## src/rtl/upd_pkg.sv

```systemverilog
// Package for the URL percent decoder: character codes, widths, the burst
// record passed from the decoder stage to the result stage, and the hex helper.
// No dependencies.
package upd_pkg;

    // Width of the decoded-length counter.
    localparam int LenW = 16;
    localparam logic [LenW-1:0] LenMax = {LenW{1'b1}};

    // Reset value of the output capacity register.
    localparam logic [15:0] CapReset = 16'd64;

    // Character codes.
    localparam logic [7:0] ChrPlus  = 8'h2B;
    localparam logic [7:0] ChrPct   = 8'h25;
    localparam logic [7:0] ChrSpace = 8'h20;
    localparam logic [7:0] ChrNul   = 8'h00;

    // What the decoder is holding between characters.
    typedef enum logic [1:0] {
        PEND_NONE  = 2'd0,
        PEND_PCT   = 2'd1,
        PEND_DIGIT = 2'd2
    } t_pend;

    // Results caused by one input item: up to three characters, then an
    // optional terminator result after them.
    typedef struct packed {
        logic [2:0][7:0] chars;
        logic [1:0]      num_chars;
        logic            fin;
    } t_burst;

    // Hex digit value of a character; bit 4 is set when the character is a
    // hex digit of either case.
    function automatic logic [4:0] hex_nibble(input logic [7:0] c);
        logic [4:0] r;
        r = 5'd0;
        if (c >= 8'h30 && c <= 8'h39) begin
            r = {1'b1, 4'(c - 8'h30)};
        end else if (c >= 8'h61 && c <= 8'h66) begin
            r = {1'b1, 4'(c - 8'h57)};
        end else if (c >= 8'h41 && c <= 8'h46) begin
            r = {1'b1, 4'(c - 8'h37)};
        end
        return r;
    endfunction

endpackage

```

## src/rtl/upd_decode.sv

```systemverilog
// Input register and decode stage of the URL percent decoder.
// Holds the pending '%' / digit state and turns one item into a result burst.
// Depends on upd_pkg.
module upd_decode
    import upd_pkg::*;
(
    input  logic       i_clk,
    input  logic       i_rst_n,
    input  logic       i_s_tvalid,
    output logic       o_s_tready,
    input  logic [7:0] i_s_tdata,
    input  logic       i_s_tlast,
    output t_burst     o_burst,
    output logic       o_burst_vld,
    input  logic       i_burst_take
);

    // Input register.
    logic       r_in_vld;
    logic [7:0] r_char;
    logic       r_eot;

    // Pending state.
    t_pend      r_pend, n_pend;
    logic [7:0] r_held, n_held;

    logic [4:0] hi;
    logic [4:0] lo;

    assign hi = hex_nibble(r_held);
    assign lo = hex_nibble(r_char);

    // The input register takes a new transfer when empty or when its item moves on.
    assign o_s_tready  = !r_in_vld || i_burst_take;
    assign o_burst_vld = r_in_vld;

    always_ff @(posedge i_clk) begin
        if (!i_rst_n) begin
            r_in_vld <= 1'b0;
            r_pend   <= PEND_NONE;
            r_held   <= 8'h00;
        end else begin
            if (o_s_tready) begin
                r_in_vld <= i_s_tvalid;
            end
            if (i_burst_take) begin
                r_pend <= n_pend;
                r_held <= n_held;
            end
        end
    end

    always_ff @(posedge i_clk) begin
        if (i_s_tvalid && o_s_tready) begin
            r_char <= i_s_tdata;
            r_eot  <= i_s_tlast;
        end
    end

    // Next pending state.
    always_comb begin
        logic fresh;
        fresh  = 1'b0;
        n_pend = r_pend;
        n_held = r_held;
        if (r_eot) begin
            n_pend = PEND_NONE;
            n_held = 8'h00;
        end else begin
            case (r_pend)
                PEND_PCT: begin
                    if (lo[4]) begin
                        n_held = r_char;
                        n_pend = PEND_DIGIT;
                    end else begin
                        n_pend = PEND_NONE;
                        fresh  = 1'b1;
                    end
                end
                PEND_DIGIT: begin
                    n_pend = PEND_NONE;
                    n_held = 8'h00;
                    fresh  = !(hi[4] && lo[4]);
                end
                default: begin
                    n_pend = PEND_NONE;
                    fresh  = 1'b1;
                end
            endcase
            // A fresh '%' starts a new escape.
            if (fresh && r_char == ChrPct) begin
                n_pend = PEND_PCT;
            end
        end
    end

    // Result burst for the item in the input register.
    always_comb begin
        logic       fresh;
        logic [1:0] pre;
        fresh             = 1'b0;
        pre               = 2'd0;
        o_burst.chars     = '0;
        o_burst.num_chars = 2'd0;
        o_burst.fin       = 1'b0;
        if (r_eot) begin
            // Flush whatever is held, then the terminator.
            o_burst.fin = 1'b1;
            case (r_pend)
                PEND_PCT: begin
                    o_burst.chars[0]  = ChrPct;
                    o_burst.num_chars = 2'd1;
                end
                PEND_DIGIT: begin
                    o_burst.chars[0]  = ChrPct;
                    o_burst.chars[1]  = r_held;
                    o_burst.num_chars = 2'd2;
                end
                default: begin
                    o_burst.num_chars = 2'd0;
                end
            endcase
        end else begin
            case (r_pend)
                PEND_PCT: begin
                    if (!lo[4]) begin
                        o_burst.chars[0] = ChrPct;
                        pre              = 2'd1;
                        fresh            = 1'b1;
                    end
                end
                PEND_DIGIT: begin
                    if (hi[4] && lo[4]) begin
                        o_burst.chars[0]  = {hi[3:0], lo[3:0]};
                        o_burst.num_chars = 2'd1;
                    end else begin
                        o_burst.chars[0] = ChrPct;
                        o_burst.chars[1] = r_held;
                        pre              = 2'd2;
                        fresh            = 1'b1;
                    end
                end
                default: begin
                    fresh = 1'b1;
                end
            endcase
            // Plain decode of the current character behind any flushed ones.
            if (fresh) begin
                o_burst.num_chars = pre;
                if (r_char == ChrPlus) begin
                    o_burst.chars[pre] = ChrSpace;
                    o_burst.num_chars  = pre + 2'd1;
                end else if (r_char != ChrPct) begin
                    o_burst.chars[pre] = r_char;
                    o_burst.num_chars  = pre + 2'd1;
                end
            end
        end
    end

    // A held digit is always a hex digit.
    a_held_hex: assert property (@(posedge i_clk) disable iff (!i_rst_n)
        r_pend == PEND_DIGIT |-> hi[4])
        else $error("held digit is not a hex digit");

    // An end marker leaves nothing pending.
    a_eot_clears: assert property (@(posedge i_clk) disable iff (!i_rst_n)
        (i_burst_take && r_eot) |=> (r_pend == PEND_NONE && r_held == 8'h00))
        else $error("pending state survived an end marker");

    // Only a stored item can move to the result stage.
    a_take_valid: assert property (@(posedge i_clk) disable iff (!i_rst_n)
        i_burst_take |-> r_in_vld)
        else $error("burst taken from an empty input register");

endmodule

```

## src/rtl/upd_emit.sv

```systemverilog
// Result stage of the URL percent decoder: burst register, length counter,
// capacity register and the master-side stream outputs.
// Depends on upd_pkg.
module upd_emit
    import upd_pkg::*;
(
    input  logic        i_clk,
    input  logic        i_rst_n,
    input  t_burst      i_burst,
    input  logic        i_burst_vld,
    output logic        o_burst_take,
    input  logic        i_cfg_we,
    input  logic [15:0] i_cfg_wdata,
    output logic        o_m_tvalid,
    input  logic        i_m_tready,
    output logic [23:0] o_m_tdata,
    output logic        o_m_tuser,
    output logic        o_m_tlast
);

    logic [2:0][7:0] r_chars;
    logic [1:0]      r_left;
    logic            r_fin;
    logic [LenW-1:0] r_count, n_count;
    logic [15:0]     r_cap;

    logic            xfer;
    logic            cur_final;
    logic [32:0]     pos1;
    logic [31:0]     shown;
    logic [15:0]     total;

    assign o_m_tvalid   = (r_left != 2'd0);
    assign xfer         = o_m_tvalid && i_m_tready;
    assign cur_final    = r_fin && (r_left == 2'd1);
    assign o_burst_take = i_burst_vld && ((r_left == 2'd0) || (r_left == 2'd1 && i_m_tready));

    // Length after the current result; the terminator reports without counting.
    always_comb begin
        if (cur_final) begin
            n_count = r_count;
        end else if (r_count != LenMax) begin
            n_count = r_count + 1'b1;
        end else begin
            n_count = r_count;
        end
    end

    assign pos1  = 33'(r_count) + 33'd1;
    assign shown = 32'(n_count);
    assign total = (shown > 32'h0000_FFFF) ? 16'hFFFF : shown[15:0];

    // Result fields.
    assign o_m_tlast = cur_final;
    assign o_m_tuser = cur_final ? (r_cap != 16'd0) : (pos1 < 33'(r_cap));
    assign o_m_tdata = {total, (cur_final ? ChrNul : r_chars[0])};

    // Control registers and counter.
    always_ff @(posedge i_clk) begin
        if (!i_rst_n) begin
            r_left  <= 2'd0;
            r_fin   <= 1'b0;
            r_count <= '0;
            r_cap   <= CapReset;
        end else begin
            if (i_cfg_we) begin
                r_cap <= i_cfg_wdata;
            end
            if (o_burst_take) begin
                r_left <= i_burst.num_chars + {1'b0, i_burst.fin};
                r_fin  <= i_burst.fin;
            end else if (xfer) begin
                r_left <= r_left - 2'd1;
            end
            if (xfer) begin
                r_count <= cur_final ? '0 : n_count;
            end
        end
    end

    // Burst characters shift down one place per transfer.
    always_ff @(posedge i_clk) begin
        if (o_burst_take) begin
            r_chars <= i_burst.chars;
        end else if (xfer) begin
            r_chars <= {8'h00, r_chars[2:1]};
        end
    end

    // The terminator transfer restarts the length count.
    a_final_clears: assert property (@(posedge i_clk) disable iff (!i_rst_n)
        (xfer && cur_final) |=> (r_count == '0))
        else $error("length count not cleared after terminator");

    // A character transfer counts one more unless saturated.
    a_count_step: assert property (@(posedge i_clk) disable iff (!i_rst_n)
        (xfer && !cur_final && !o_burst_take) |=>
            (r_count == $past(r_count) + 1'b1 || r_count == LenMax))
        else $error("length count did not advance");

    // A new burst only replaces a finished one.
    a_no_overwrite: assert property (@(posedge i_clk) disable iff (!i_rst_n)
        (o_burst_take && r_left == 2'd1) |-> xfer)
        else $error("burst overwritten before its last result was sent");

endmodule

```

## src/rtl/url_percent_decoder.sv

```systemverilog
// Top level of the streaming form-urlencoded decoder.
// Instantiates upd_decode and upd_emit; depends on upd_pkg.
//
// Usage:
//   Slave stream: one transfer per input item. tdata[7:0] is the character;
//   tlast marks the end of the string (the character is then ignored).
//   Master stream: one transfer per result. tdata[7:0] is the decoded
//   character (zero on the terminator), tdata[23:8] the saturating decoded
//   length; tuser is the stored flag; tlast marks the terminator result.
//   Configuration: i_cfg_we writes i_cfg_wdata into the output capacity
//   register, to be done only while the block is idle.
// Path: an item passes the input register, then the burst register, before
//   its results are presented on the master stream.
// Throughput: one input item per cycle while each item yields at most one
//   result and tready stays high. An item yielding more results holds the
//   burst register until its last is sent; results leave one per cycle.
// Reset: synchronous, active low; clears held characters, the length count
//   and both stages, and loads a capacity of 64. No clearing pass is needed.
// Stall: when the receiver holds tready low, the current result stays, one
//   further item waits in the input register, and then the slave tready drops.
module url_percent_decoder
    import upd_pkg::*;
(
    input  logic        i_clk,
    input  logic        i_rst_n,
    input  logic        i_s_axis_tvalid,
    output logic        o_s_axis_tready,
    input  logic [7:0]  i_s_axis_tdata,   // [7:0] in_char
    input  logic        i_s_axis_tlast,   // end_of_text
    input  logic        i_cfg_we,
    input  logic [15:0] i_cfg_wdata,      // out_capacity
    output logic        o_m_axis_tvalid,
    input  logic        i_m_axis_tready,
    output logic [23:0] o_m_axis_tdata,   // [7:0] out_char, [23:8] total_length
    output logic        o_m_axis_tuser,   // stored
    output logic        o_m_axis_tlast    // is_final
);

    t_burst burst;
    logic   burst_vld;
    logic   burst_take;

    upd_decode u_decode (
        .i_clk        (i_clk),
        .i_rst_n      (i_rst_n),
        .i_s_tvalid   (i_s_axis_tvalid),
        .o_s_tready   (o_s_axis_tready),
        .i_s_tdata    (i_s_axis_tdata),
        .i_s_tlast    (i_s_axis_tlast),
        .o_burst      (burst),
        .o_burst_vld  (burst_vld),
        .i_burst_take (burst_take)
    );

    upd_emit u_emit (
        .i_clk        (i_clk),
        .i_rst_n      (i_rst_n),
        .i_burst      (burst),
        .i_burst_vld  (burst_vld),
        .o_burst_take (burst_take),
        .i_cfg_we     (i_cfg_we),
        .i_cfg_wdata  (i_cfg_wdata),
        .o_m_tvalid   (o_m_axis_tvalid),
        .i_m_tready   (i_m_axis_tready),
        .o_m_tdata    (o_m_axis_tdata),
        .o_m_tuser    (o_m_axis_tuser),
        .o_m_tlast    (o_m_axis_tlast)
    );

endmodule
```

## config.mk

```make
export PLATFORM = sky130hd
export DESIGN_NAME = url_percent_decoder
export DESIGN_NICKNAME = d
export VERILOG_FILES = /design/src/rtl/upd_pkg.sv /design/src/rtl/upd_decode.sv /design/src/rtl/upd_emit.sv /design/src/rtl/url_percent_decoder.sv
export SDC_FILE = /design/constraint.sdc
export NUM_CORES = 1
export LEC_CHECK = 0
export BUFFER_PORTS_ARGS = -buffer_cell sky130_fd_sc_hd__buf_4
export CAP_MARGIN = 0
export CELL_PAD_IN_SITES_DETAIL_PLACEMENT = 0
export CELL_PAD_IN_SITES_GLOBAL_PLACEMENT = 1
export CORE_MARGIN = 4
export CORE_UTILIZATION = 47
export CTS_BUF_LIST = sky130_fd_sc_hd__clkbuf_8
export DETAILED_ROUTE_END_ITERATION = 7
export HOLD_SLACK_MARGIN = 0.05
export MAX_ROUTING_LAYER = met4
export PLACE_DENSITY_LB_ADDON = 0.08
export SYNTH_ARGS = -nofsm -noshare
export SYNTH_HDL_FRONTEND = slang
export SYNTH_SLANG_ARGS = --single-unit
```

## constraint.sdc

```tcl
create_clock -name i_clk -period 3.38 [get_ports i_clk]
set_input_delay 0.338 -clock i_clk [delete_from_list [all_inputs] [get_ports i_clk]]
set_output_delay 0.338 -clock i_clk [all_outputs]
set_load 0.01 [all_outputs]
```

==> results_dict.tcl <==
set metrics [dict create \
    status "completed" \
    place_congestion 0.897 \
    setup_tns_ns 0 \
    startpoint_type "flip-flop" \
    ir_drop_mv 0.322 \
    rsz0062_at_grt "yes" \
    whs_ns 0.141 \
    fin_nets 713 \
    total_power_uw 2440 \
    dieArea_um2 12800 \
    core_area_um2 10800 \
    grt_max_degree 50 \
    antenna_found_initial 0 \
    syn_area_um2 5210 \
    die_w_um 113 \
    start_util 0.480 \
    dp_cells 775 \
    layout_commonest_cell "buf_4" \
    avgSynthCellArea_um2 8.93 \
    grt_pass1_vias 4451 \
    setup_violations 0 \
    crit_required_ns 3.04 \
    drtPass1Iterations 5 \
    grt_use_total 0.230 \
    period_share 0.985 \
    dr_total_vias 4621 \
    p_per_area_nw_per_um2 392 \
    drc_errors 0 \
    cts-root-buf "clkbuf_8" \
    cts_tree "built" \
    routed_via_density 5.81 \
    syn_to_final_growth_pct 19.7 \
    grt_pass1_wl_um 22500 \
    cts.clk_slew.worst_paths_ns 0.09 \
    synth_cell_type_count 68 \
    cts_buffer_depth 2 \
    synthFlopType "dfxtp_1" \
    synth-edff-count 33 \
    endpoint_kind "primary output" \
    worstPathMaxFanout 4 \
    ys_seq_elements 79 \
    timing.fmax_mhz 300 \
    ys.warnings.count 0 \
    power.leakage_uw 0.00262 \
    ant_nets 0 \
    first_iter_violations 290 \
    tightest_slew_ns 0.675 \
    wl_per_cell_um 18.1 \
    period_needed_ns 3.33 \
    arrival_ns 2.99 \
    drive_above_1_share 0.223 \
    crit_type "flip-flop to primary output" \
    final_cell_count_no_fill 796 \
    gr-total-overflow 0 \
    hold_path.class "input port to flip-flop" \
    mostFrequentLayoutCells "buf_4, dfxtp_1, nand2_1, inv_1, edfxtp_1" \
    cts-hold-fix-buffers 0 \
    ioPinCount 58 \
    insertion_delay_ns 0.37 \
    diodes 0 \
    cts.sinks 79 \
    port_buffers 57 \
    drv_cap 0 \
    synth_nets 645 \
    syn_inst 583 \
    final_util 0.575 \
    htree_levels 3 \
    rows 38 \
    finalMaxSlewViolations 0 \
    drt_wl_total_um 14400 \
    hold_viol_final 0 \
    die_h_um 113 \
    finalClockSkew_ns 0.0114 \
    relSlewSlack 0.548 \
    async_flop_share 0 \
    dp_hpwl_um 10400 \
    numCtsBuffers 9 \
    ys_seq_area_frac 0.367 \
]
[cells in the mapped netlist (3+ instances only)]
master	instances	area share
or2_2	3	0.0036
nand3_1	22	0.021
nand3b_1	3	0.0043
nand2_1	39	0.028
nor4_1	4	0.0048
a221o_1	4	0.0077
o21a_1	7	0.010
a21boi_0	10	0.014
o311a_1	4	0.0077
o211ai_1	3	0.0043
clkbuf_1	24	0.017
nor3_1	12	0.012
a32oi_1	4	0.0067
a31oi_1	8	0.0096
a22oi_1	9	0.013
dfxtp_1	46	0.18
o21bai_1	3	0.0043
and2_1	19	0.023
buf_2	8	0.0077
xor2_1	15	0.025
inv_1	33	0.024
mux2i_1	17	0.033
nor2b_1	31	0.037
a21o_1	6	0.0086
o211a_1	3	0.0058
a21oi_1	31	0.030
nand2b_1	6	0.0072
nor3b_1	5	0.0072
and3_1	8	0.0096
o21ai_0	32	0.031
xnor2_1	15	0.025
o31ai_1	5	0.0072
ha_1	32	0.077
buf_1	3	0.0022
nor2_1	35	0.025
edfxtp_1	33	0.19
[final cells by class]
class | count | area (um^2)
Inverter | 34 | 128
Clock buffer | 9 | 124
Clock inverter | 7 | 63.8
Timing Repair Buffer | 93 | 702
Multi-Input combinational cell | 434 | 3110
Sequential cell | 79 | 1930
Fill cell | 988 | 4610
Tap cell | 140 | 175
[per-layer routing]
metal | up-vias | track usage | part of all wire
met5 | - | - | 0
met4 | 0 | 0.119 | 0.033
met3 | 35 | 0.0369 | 0.049
met2 | 147 | 0.401 | 0.51
met1 | 2200 | 0.254 | 0.40
li1 | 2239 | - | -
[flip-flops by register name (all words and copies together), names as in the netlist, 2 cells and up]
| signal | cells |
|---|---|
| u_emit.r_left | 2 |
| u_decode.r_char | 8 |
| u_decode.r_pend | 2 |
| u_emit.r_chars | 24 |
| u_emit.r_count | 16 |
| u_decode.r_held | 8 |
| u_emit.r_cap | 16 |
[path summary, 6_finish.rpt]
kind,start,end,slack (ns),cells past startpoint
worst min-delay path,i_s_axis_tdata[7],u_decode.r_char[7],0.14,1
worst max-delay path,u_emit.r_count[1],o_m_axis_tuser,0.05,13
worst max register to register,u_decode.r_held[1],u_emit.r_chars[4],0.21,13
worst min register to register,u_emit.r_fin,u_emit.r_fin,0.48,2
[where the power goes]
group | internal [uW] | switching, uW | leakage [uW] | total [uW]
Combinational | 238 | 321 | 0.00181 | 559
Sequential | 1130 | 53.4 | 0.000700 | 1180
Clock | 336 | 366 | 0.000104 | 703
Total | 1700 | 741 | 0.00262 | 2440
[cells by family (layout without fill, tap and decap cells)]
family / Yosys count / after routing / share of synthesized area
AO/OA/AOI/OAI: 155 / 155 / 0.211
adder cells (fa/ha/maj): 32 / 32 / 0.0769
AND/OR/NAND/NOR: 200 / 200 / 0.208
buffers and inverters: 70 / 143 / 0.0538
flip-flops: 79 / 79 / 0.367
multiplexers: 17 / 17 / 0.0327
XOR/XNOR: 30 / 30 / 0.0505
[repair_timing]
action,4_1_cts,5_1_grt
gates resized for setup,16,17
endpoints found under the setup margin,1,9
buffers inserted,3,2
pin swaps,7,14
[critical path: stages (launching register included)]
cell and delay, ns:
dfxtp_4 0.40, ha_4 0.15, nand3_4 0.07, buf_4 0.15, or2_2 0.30, xnor2_1 0.14
ha_1 0.28, nand3_1 0.07, a211o_1 0.29, a31oi_1 0.18, o31a_1 0.16, o21ai_1 0.07
a31o_2 0.23, buf_6 0.11
[metrics by stage]
stage	worst slack, ns	cell area [um^2]
2_1_floorplan	0.258	5210
3_3_place_gp	0.213	5890
3_5_place_dp	0.152	5890
4_1_cts	0.0151	6150
5_1_grt	-0.158	6230
6_report	0.0519	6230
Power figures use the tool's default switching activity.
